### src/rsfr_pkg.sv
// rsfr_pkg: types, codes and sizes shared by the status frame receiver.
// No dependencies; every other file of the block uses it by scoped names.
package rsfr_pkg;

  localparam int unsigned PayloadDepth = 14;
  localparam int unsigned QueueDepth   = 2;
  localparam int unsigned QueuePtrW    = $clog2(QueueDepth);
  localparam int unsigned QueueCntW    = $clog2(QueueDepth + 1);

  localparam logic [7:0] SyncReset  = 8'h7A;
  localparam logic [7:0] TypeReset  = 8'hF8;
  localparam logic [7:0] CmdOdom    = 8'hAA;
  localparam logic [7:0] CmdRange   = 8'hBB;
  localparam logic [7:0] OdomMinLen = 8'd16;
  localparam logic [7:0] RangeMinLen = 8'd8;

  // configuration register indexes
  localparam logic CfgSync = 1'b0;
  localparam logic CfgType = 1'b1;

  typedef enum logic [2:0] {
    StOdom     = 3'd0,
    StRanges   = 3'd1,
    StOther    = 3'd2,
    StChkErr   = 3'd3,
    StWrongType = 3'd4,
    StTooShort = 3'd5
  } status_e;

  // one finished frame, as classified by the parser
  typedef struct packed {
    status_e                       status;
    logic [7:0]                    command;
    logic [PayloadDepth-1:0][7:0]  payload;
  } frame_rec_t;

  // queue status seen by both sides
  typedef struct packed {
    logic full;
    logic valid;
  } queue_stat_t;

endpackage

### src/robot_status_frame_receiver.sv
// robot_status_frame_receiver: top level of the status frame receiver.
// Depends on rsfr_pkg, rsfr_parser, rsfr_queue and rsfr_format.
//
//   channel   direction  handshake               payload
//   input     in         in_valid_i/in_stall_o   byte_in_i
//   result    out        out_valid_o/out_stall_i status_o .. range_bytes_o
//   config    in         cfg_we_i                cfg_index_i, cfg_data_i
//
// One byte is taken every cycle in which in_valid_i is high and in_stall_o is low.
// A frame's result passes through the queue and the output register after its checksum byte.
// Reset clears the parser, queue and output valid, and loads sync 0x7A and
// type 0xF8; the payload store holds no reset value.
// in_stall_o rises only while two finished frames wait in the queue.
module robot_status_frame_receiver (
  input  logic               clk_i,
  input  logic               rst_ni,
  input  logic               cfg_we_i,
  input  logic               cfg_index_i,
  input  logic [7:0]         cfg_data_i,
  input  logic               in_valid_i,
  output logic               in_stall_o,
  input  logic [7:0]         byte_in_i,
  output logic               out_valid_o,
  input  logic               out_stall_i,
  output logic [2:0]         status_o,
  output logic [7:0]         command_o,
  output logic [15:0]        yaw_degrees_o,
  output logic signed [31:0] left_count_o,
  output logic signed [31:0] right_count_o,
  output logic signed [15:0] linear_speed_o,
  output logic signed [15:0] angular_speed_o,
  output logic [47:0]        range_bytes_o
);

  rsfr_pkg::frame_rec_t  push_rec, pop_rec;
  rsfr_pkg::queue_stat_t qstat;
  logic push, pop, accept;

  // hold input bytes only while the queue cannot take another frame
  assign in_stall_o = qstat.full;
  assign accept     = in_valid_i && !in_stall_o;

  // front: parse and classify
  rsfr_parser u_parser (
    .clk_i       (clk_i),
    .rst_ni      (rst_ni),
    .cfg_we_i    (cfg_we_i),
    .cfg_index_i (cfg_index_i),
    .cfg_data_i  (cfg_data_i),
    .accept_i    (accept),
    .byte_in_i   (byte_in_i),
    .push_o      (push),
    .rec_o       (push_rec)
  );

  // decouple front and back
  rsfr_queue u_queue (
    .clk_i      (clk_i),
    .rst_ni     (rst_ni),
    .push_i     (push),
    .push_rec_i (push_rec),
    .pop_i      (pop),
    .pop_rec_o  (pop_rec),
    .stat_o     (qstat)
  );

  // back: format fields and drive the result transaction
  rsfr_format u_format (
    .clk_i           (clk_i),
    .rst_ni          (rst_ni),
    .qstat_i         (qstat),
    .rec_i           (pop_rec),
    .pop_o           (pop),
    .out_valid_o     (out_valid_o),
    .out_stall_i     (out_stall_i),
    .status_o        (status_o),
    .command_o       (command_o),
    .yaw_degrees_o   (yaw_degrees_o),
    .left_count_o    (left_count_o),
    .right_count_o   (right_count_o),
    .linear_speed_o  (linear_speed_o),
    .angular_speed_o (angular_speed_o),
    .range_bytes_o   (range_bytes_o)
  );

endmodule

### src/rsfr_parser.sv
// rsfr_parser: front end; hunts sync, collects the frame, classifies it.
// Depends on rsfr_pkg. Pushes one frame record per checksum byte.
module rsfr_parser (
  input  logic                clk_i,
  input  logic                rst_ni,
  input  logic                cfg_we_i,
  input  logic                cfg_index_i,
  input  logic [7:0]          cfg_data_i,
  input  logic                accept_i,
  input  logic [7:0]          byte_in_i,
  output logic                push_o,
  output rsfr_pkg::frame_rec_t rec_o
);

  typedef enum logic [1:0] {
    PhHunt = 2'd0,
    PhLen  = 2'd1,
    PhBody = 2'd2
  } phase_e;

  phase_e     phase_q;
  logic [7:0] sync_q, ftype_q;
  logic [7:0] len_q, sum_q, type_q, cmd_q;
  logic [8:0] pos_q;
  logic [rsfr_pkg::PayloadDepth-1:0][7:0] payload_q;

  logic       at_check;
  logic [8:0] pay_idx;
  logic       pay_we;
  rsfr_pkg::status_e st;

  assign at_check = (phase_q == PhBody) && (pos_q >= {1'b0, len_q});
  assign push_o   = accept_i && at_check;
  assign pay_idx  = pos_q - 9'd2;
  assign pay_we   = accept_i && (phase_q == PhBody) && !at_check && (pos_q >= 9'd2)
                    && (pay_idx < 9'(rsfr_pkg::PayloadDepth));

  always_comb begin
    priority if (byte_in_i != sum_q) begin
      st = rsfr_pkg::StChkErr;
    end else if (len_q == 8'd0 || type_q != ftype_q) begin
      st = rsfr_pkg::StWrongType;
    end else if (len_q < 8'd2) begin
      st = rsfr_pkg::StTooShort;
    end else if (cmd_q == rsfr_pkg::CmdOdom) begin
      st = (len_q < rsfr_pkg::OdomMinLen) ? rsfr_pkg::StTooShort : rsfr_pkg::StOdom;
    end else if (cmd_q == rsfr_pkg::CmdRange) begin
      st = (len_q < rsfr_pkg::RangeMinLen) ? rsfr_pkg::StTooShort : rsfr_pkg::StRanges;
    end else begin
      st = rsfr_pkg::StOther;
    end
    rec_o.status  = st;
    rec_o.command = (st == rsfr_pkg::StChkErr || st == rsfr_pkg::StWrongType
                     || len_q < 8'd2) ? 8'd0 : cmd_q;
    rec_o.payload = payload_q;
  end

  always_ff @(posedge clk_i or negedge rst_ni) begin
    if (!rst_ni) begin
      phase_q <= PhHunt;
      sync_q  <= rsfr_pkg::SyncReset;
      ftype_q <= rsfr_pkg::TypeReset;
      len_q   <= '0;
      sum_q   <= '0;
      type_q  <= '0;
      cmd_q   <= '0;
      pos_q   <= '0;
    end else begin
      if (cfg_we_i) begin
        unique case (cfg_index_i)
          rsfr_pkg::CfgSync: sync_q  <= cfg_data_i;
          rsfr_pkg::CfgType: ftype_q <= cfg_data_i;
          default: ;
        endcase
      end
      if (accept_i) begin
        unique case (phase_q)
          PhLen: begin
            len_q   <= byte_in_i;
            sum_q   <= byte_in_i;
            pos_q   <= '0;
            type_q  <= '0;
            cmd_q   <= '0;
            phase_q <= PhBody;
          end
          PhBody: begin
            if (at_check) begin
              phase_q <= PhHunt;
              pos_q   <= '0;
            end else begin
              if (pos_q == 9'd0) type_q <= byte_in_i;
              if (pos_q == 9'd1) cmd_q  <= byte_in_i;
              sum_q <= sum_q + byte_in_i;
              pos_q <= pos_q + 9'd1;
            end
          end
          default: begin
            // hunt, and the unused phase code behaves the same
            phase_q <= (byte_in_i == sync_q) ? PhLen : PhHunt;
          end
        endcase
      end
    end
  end

  // payload store: no reset, each entry is written before it is read
  always_ff @(posedge clk_i) begin
    if (pay_we) begin
      payload_q[pay_idx[3:0]] <= byte_in_i;
    end
  end

`ifndef SYNTH
  a_chk_no_cmd: assert property (@(posedge clk_i) disable iff (!rst_ni)
    push_o && rec_o.status == rsfr_pkg::StChkErr |-> rec_o.command == 8'd0)
    else $error("checksum error record carries a command");
`endif

endmodule

### src/rsfr_queue.sv
// rsfr_queue: short queue of frame records between parser and formatter.
// Depends on rsfr_pkg for the record type and depth.
module rsfr_queue (
  input  logic                 clk_i,
  input  logic                 rst_ni,
  input  logic                 push_i,
  input  rsfr_pkg::frame_rec_t push_rec_i,
  input  logic                 pop_i,
  output rsfr_pkg::frame_rec_t pop_rec_o,
  output rsfr_pkg::queue_stat_t stat_o
);

  rsfr_pkg::frame_rec_t mem_q [rsfr_pkg::QueueDepth];
  logic [rsfr_pkg::QueuePtrW-1:0] wr_ptr_q, rd_ptr_q;
  logic [rsfr_pkg::QueueCntW-1:0] cnt_q;

  assign stat_o.full  = (cnt_q == rsfr_pkg::QueueCntW'(rsfr_pkg::QueueDepth));
  assign stat_o.valid = (cnt_q != '0);
  assign pop_rec_o    = mem_q[rd_ptr_q];

  always_ff @(posedge clk_i or negedge rst_ni) begin
    if (!rst_ni) begin
      wr_ptr_q <= '0;
      rd_ptr_q <= '0;
      cnt_q    <= '0;
    end else begin
      if (push_i) begin
        wr_ptr_q <= (wr_ptr_q == rsfr_pkg::QueuePtrW'(rsfr_pkg::QueueDepth - 1))
                    ? '0 : wr_ptr_q + 1'b1;
      end
      if (pop_i) begin
        rd_ptr_q <= (rd_ptr_q == rsfr_pkg::QueuePtrW'(rsfr_pkg::QueueDepth - 1))
                    ? '0 : rd_ptr_q + 1'b1;
      end
      unique case ({push_i, pop_i})
        2'b10:   cnt_q <= cnt_q + 1'b1;
        2'b01:   cnt_q <= cnt_q - 1'b1;
        default: cnt_q <= cnt_q;
      endcase
    end
  end

  always_ff @(posedge clk_i) begin
    if (push_i) begin
      mem_q[wr_ptr_q] <= push_rec_i;
    end
  end

`ifndef SYNTH
  a_no_overflow: assert property (@(posedge clk_i) disable iff (!rst_ni)
    push_i && !pop_i |-> !stat_o.full)
    else $error("push into a full queue");
  a_no_underflow: assert property (@(posedge clk_i) disable iff (!rst_ni)
    pop_i |-> stat_o.valid)
    else $error("pop from an empty queue");
`endif

endmodule

### src/rsfr_format.sv
// rsfr_format: back end; turns a frame record into result fields.
// Depends on rsfr_pkg. Holds the output register of the result channel.
module rsfr_format (
  input  logic                  clk_i,
  input  logic                  rst_ni,
  input  rsfr_pkg::queue_stat_t qstat_i,
  input  rsfr_pkg::frame_rec_t  rec_i,
  output logic                  pop_o,
  output logic                  out_valid_o,
  input  logic                  out_stall_i,
  output logic [2:0]            status_o,
  output logic [7:0]            command_o,
  output logic [15:0]           yaw_degrees_o,
  output logic signed [31:0]    left_count_o,
  output logic signed [31:0]    right_count_o,
  output logic signed [15:0]    linear_speed_o,
  output logic signed [15:0]    angular_speed_o,
  output logic [47:0]           range_bytes_o
);

  logic valid_q;
  logic is_odom, is_range;

  assign pop_o    = qstat_i.valid && (!valid_q || !out_stall_i);
  assign is_odom  = (rec_i.status == rsfr_pkg::StOdom);
  assign is_range = (rec_i.status == rsfr_pkg::StRanges);
  assign out_valid_o = valid_q;

  always_ff @(posedge clk_i or negedge rst_ni) begin
    if (!rst_ni) begin
      valid_q <= 1'b0;
    end else if (pop_o) begin
      valid_q <= 1'b1;
    end else if (!out_stall_i) begin
      valid_q <= 1'b0;
    end
  end

  // zero every field that has no meaning for the status
  always_ff @(posedge clk_i) begin
    if (pop_o) begin
      status_o        <= 3'(rec_i.status);
      command_o       <= rec_i.command;
      yaw_degrees_o   <= is_odom ? rec_i.payload[1:0]   : '0;
      left_count_o    <= is_odom ? rec_i.payload[5:2]   : '0;
      right_count_o   <= is_odom ? rec_i.payload[9:6]   : '0;
      linear_speed_o  <= is_odom ? rec_i.payload[11:10] : '0;
      angular_speed_o <= is_odom ? rec_i.payload[13:12] : '0;
      range_bytes_o   <= is_range ? rec_i.payload[5:0]  : '0;
    end
  end

`ifndef SYNTH
  a_range_zero: assert property (@(posedge clk_i) disable iff (!rst_ni)
    valid_q && status_o != 3'(rsfr_pkg::StRanges) |-> range_bytes_o == '0)
    else $error("range bytes set on a non-range result");
  a_odom_zero: assert property (@(posedge clk_i) disable iff (!rst_ni)
    valid_q && status_o != 3'(rsfr_pkg::StOdom) |-> left_count_o == '0
    && right_count_o == '0 && yaw_degrees_o == '0)
    else $error("odometry fields set on a non-odometry result");
`endif

endmodule
### config.mk
export PLATFORM = sky130hd
export DESIGN_NAME = robot_status_frame_receiver
export DESIGN_NICKNAME = d
export VERILOG_FILES = /design/src/rsfr_pkg.sv /design/src/robot_status_frame_receiver.sv /design/src/rsfr_parser.sv /design/src/rsfr_queue.sv /design/src/rsfr_format.sv
export SDC_FILE = /design/constraint.sdc
export NUM_CORES = 1
export LEC_CHECK = 0
export BUFFER_PORTS_ARGS = -buffer_cell sky130_fd_sc_hd__clkbuf_2
export CAP_MARGIN = 10
export CELL_PAD_IN_SITES_DETAIL_PLACEMENT = 0
export CELL_PAD_IN_SITES_GLOBAL_PLACEMENT = 2
export CORE_MARGIN = 3
export CORE_UTILIZATION = 45
export DETAILED_ROUTE_END_ITERATION = 12
export HOLD_SLACK_MARGIN = 0.05
export PLACE_DENSITY_LB_ADDON = 0.12
export RECOVER_POWER = 100
export SYNTH_ARGS = -nofsm -noshare
export SYNTH_HDL_FRONTEND = slang
export SYNTH_HIERARCHICAL = 1
export SYNTH_SLANG_ARGS = --single-unit
### constraint.sdc
create_clock -name clk_i -period 21.2 [get_ports clk_i]
set_clock_uncertainty 0.1 [all_clocks]
set_input_delay 1.06 -clock clk_i [delete_from_list [all_inputs] [get_ports clk_i]]
set_output_delay 1.06 -clock clk_i [all_outputs]
set_load 0.03 [all_outputs]
==> impl_metrics.tcl <==
set metrics [dict create \
    tritoncts "yes" \
    setup_slack_ns 12.48 \
    clock_latency_ns 0.62 \
    drive_gt1_share_pct 16.83 \
    nets 1552 \
    setup_viol 0 \
    port_buffers 194 \
    start_kind "flip-flop" \
    synthArstFlopShare_pct 10.79 \
    area_delta_synth_final_pct 9.121 \
    drt_iter0_markers 789 \
    yosysWarnings 6 \
    netlist.area_leader.share_pct 65.05 \
    clock-sinks 593 \
    seq_area_frac_synth_pct 71.66 \
    antenna_cells 0 \
    fin_crit_ns 8.718 \
    die_area_mm2 0.05709 \
    cap_violations 20 \
    peakVddDrop_v 0.0003239 \
    cp_cell_sequence "or2_2 > a21boi_0 > clkbuf_1 > ha_1 > nor2_1 > xor2_1" \
    syn-num-nets 1364 \
    cts_root_buf "clkbuf_16" \
    synth_cell_types 64 \
    slowest_delay_ns 6.33 \
    via_per_inst 5.337 \
    finalSetupTns_ns 0 \
    vias 11950 \
    die_h_um 238.9 \
    grt_max_degree 174 \
    fillerInstances 4488 \
    synthTopCellsByArea "edfxtp_1 65%, nor4b_2 5.8%, dfrtp_1 5.5%" \
    post_cts_resized 0 \
    path_depth 6 \
    gr-usage-all-layers_pct 17.07 \
    worstPathRequired_ns 21.63 \
    path_max_fanout 173 \
    wl_um 49460 \
    status "finished with violations" \
    synth_enable_flop_cells 529 \
    synth_common_cells "529 x edfxtp_1, 94 x nor4b_2, 69 x nand2_1" \
    violations "max-capacitance violations, max-slew violations" \
    place_hpwl_um 28350 \
    drc 0 \
    h-tree-depth 2 \
    rsz0062_at_grt "no" \
    grt_pass1_vias 12030 \
    cts_max_path_buffers 3 \
    power.leakage_nw 8.886 \
    post-synth-top-count-cell "edfxtp_1" \
    slowest_stage "clkbuf_1" \
    min_path_cells 0 \
    syn_area_mm2 0.02442 \
    initial_utilization_pct 46.01 \
    fin_crit_sh_pct 41.12 \
    antenna_found_initial 1 \
    hold_ws_ns 0.3194 \
    die_w_um 238.9 \
    io_pins 195 \
    syn_avg_cell_area_um2 18.57 \
    core-area_mm2 0.05308 \
    p_per_area_mw_per_mm2 136.6 \
    maxSlewViolCount 1103 \
    cts_setup_buffers 0 \
    dp_slack_ns 17.05 \
    relSlewSlack_pct -536.8 \
    ff2ff_path_depth 6 \
    timing.critical_path.buf_inv 1 \
    ctsHoldBuffers 0 \
    grt_pass1_wl_um 74310 \
    place_congestion 0.7686 \
    route.antenna.remaining_nets 0 \
    crit_type "flip-flop to flip-flop" \
    grt_overflow 0 \
    synth-seq-cells 593 \
    worst-slew-pin-transition_ns 9.553 \
    rows 84 \
    ys.flop_type "edfxtp_1" \
    firstDrtPassIters 5 \
    crit_path_end_kind "flip-flop" \
    ff2ff_setup_slack_ns 12.48 \
    critPathTopFamily "buffers and inverters" \
    clock.fmax_mhz 114.7 \
    cts_buffers 61 \
    arrival_ns 9.15 \
    wl_per_cell_um 22.09 \
    synth_top_cell_by_area "edfxtp_1" \
    hp-class "flip-flop to flip-flop" \
    hold_viol_final 0 \
    clkTransAtPathRegs_ns 0.06 \
    postSynthCellCount 1315 \
]
stage by stage:
step                instance area, µm²  instances  util [%]  power (mW)
floorplan                        24420       1315         -       2.522
global placement                 25800       2128     48.60       2.733
detailed placement               25800       2128     48.60       2.737
CTS                              27660       2239     52.12       3.751
global route                     26650       2239     50.20       3.823
finish                           26650       2239     50.20       3.640
flip-flops by register name (all words and copies together), names as in the netlist:
name                      flops
u_format/yaw_degrees_o       16
u_queue/rd_ptr_q              1
u_format/linear_speed_o      16
u_parser/len_q                8
u_format/right_count_o       32
u_parser/phase_q              2
u_format/command_o            8
u_parser/pos_q                9
u_parser/rec_o              112
u_format/range_bytes_o       48
u_queue/cnt_q                 2
u_format/left_count_o        32
u_parser/type_q               8
u_parser/cmd_q                8
u_format/angular_speed_o     16
u_parser/sync_q               8
u_format/out_valid_o          1
u_queue/wr_ptr_q              1
u_parser/ftype_q              8
u_queue/mem_q               246
u_parser/sum_q                8
u_format/status_o             3
kinds of logic (layout without fill, tap and decap cells):
group           Yosys count  in the layout  synth area share [%]
simple gates            329            329                 12.17
mux                     150            150                 7.824
flops                   593            593                 71.66
compound gates           84             84                 2.818
buf+inv                 101            337                 2.998
xor+xnor                 31             31                 1.112
fa+ha+maj                27             27                 1.414
final cells by class:
type	instances	area [µm²]	area share [%]
timing repair buffer	208	817.0	3.066
clock inverter	37	291.5	1.094
sequential	593	17500	65.67
multi-input combinational	621	5527	20.74
tap	688	860.8	3.231
clock buffer	74	1575	5.912
inverter	18	75.07	0.2817
layout by cell type (no fill, tap or decap), types with 7 or more instances in the layout:
master,instances
edfxtp_1,529
clkbuf_1,202
nor4b_1,111
nand2_1,69
clkbuf_16,61
mux2_4,60
mux2_2,58
dfrtp_1,54
nor4bb_1,48
mux2_1,29
ha_1,26
nor2_1,25
xor2_1,22
o21ai_0,17
inv_1,16
o221ai_2,16
a21oi_1,15
clkbuf_2,14
clkinv_2,13
clkinv_1,11
nand3_1,11
dfstp_2,10
xnor2_1,9
and2_0,9
nor4_1,7
nor3_1,7
worst register-to-register path, stage by stage, from the launching register on:
cell	delay (ns)
dfrtp_1	0.42
or2_2	0.15
a21boi_0	0.17
clkbuf_1	6.33
ha_1	1.14
nor2_1	0.18
xor2_1	0.16
routing by layer:
| layer | track usage, % | part of all wire, % | vias to the layer above |
|---|---|---|---|
| li1 | - | - | 5551 |
| met1 | 23.92 | 46 | 6084 |
| met2 | 27.84 | 48 | 249 |
| met3 | 3.115 | 4.5 | 65 |
| met4 | 4.270 | 1.9 | 0 |
| met5 | 0 | 0 | - |
report_power, final:
part	internal (mW)	switching, mW	leakage [nW]
clock	0.564	0.434	0.909
combinational	0.303	0.694	2.27
sequential	1.55	0.0919	5.71
total	2.42	1.22	8.89
path summary, 6_finish.rpt:
check                                     from                     to
hold reg to reg            u_parser/rec_o[102]  u_queue/mem_q[0][102]
max in group asynchronous               rst_ni      u_parser/pos_q[3]
min in group asynchronous               rst_ni     u_parser/sync_q[2]
hold / removal             u_parser/rec_o[102]  u_queue/mem_q[0][102]
setup reg to reg              u_queue/cnt_q[0]       u_queue/cnt_q[1]
setup / recovery              u_queue/cnt_q[0]       u_queue/cnt_q[1]
No activity file was read; power rests on OpenSTA's default activity.
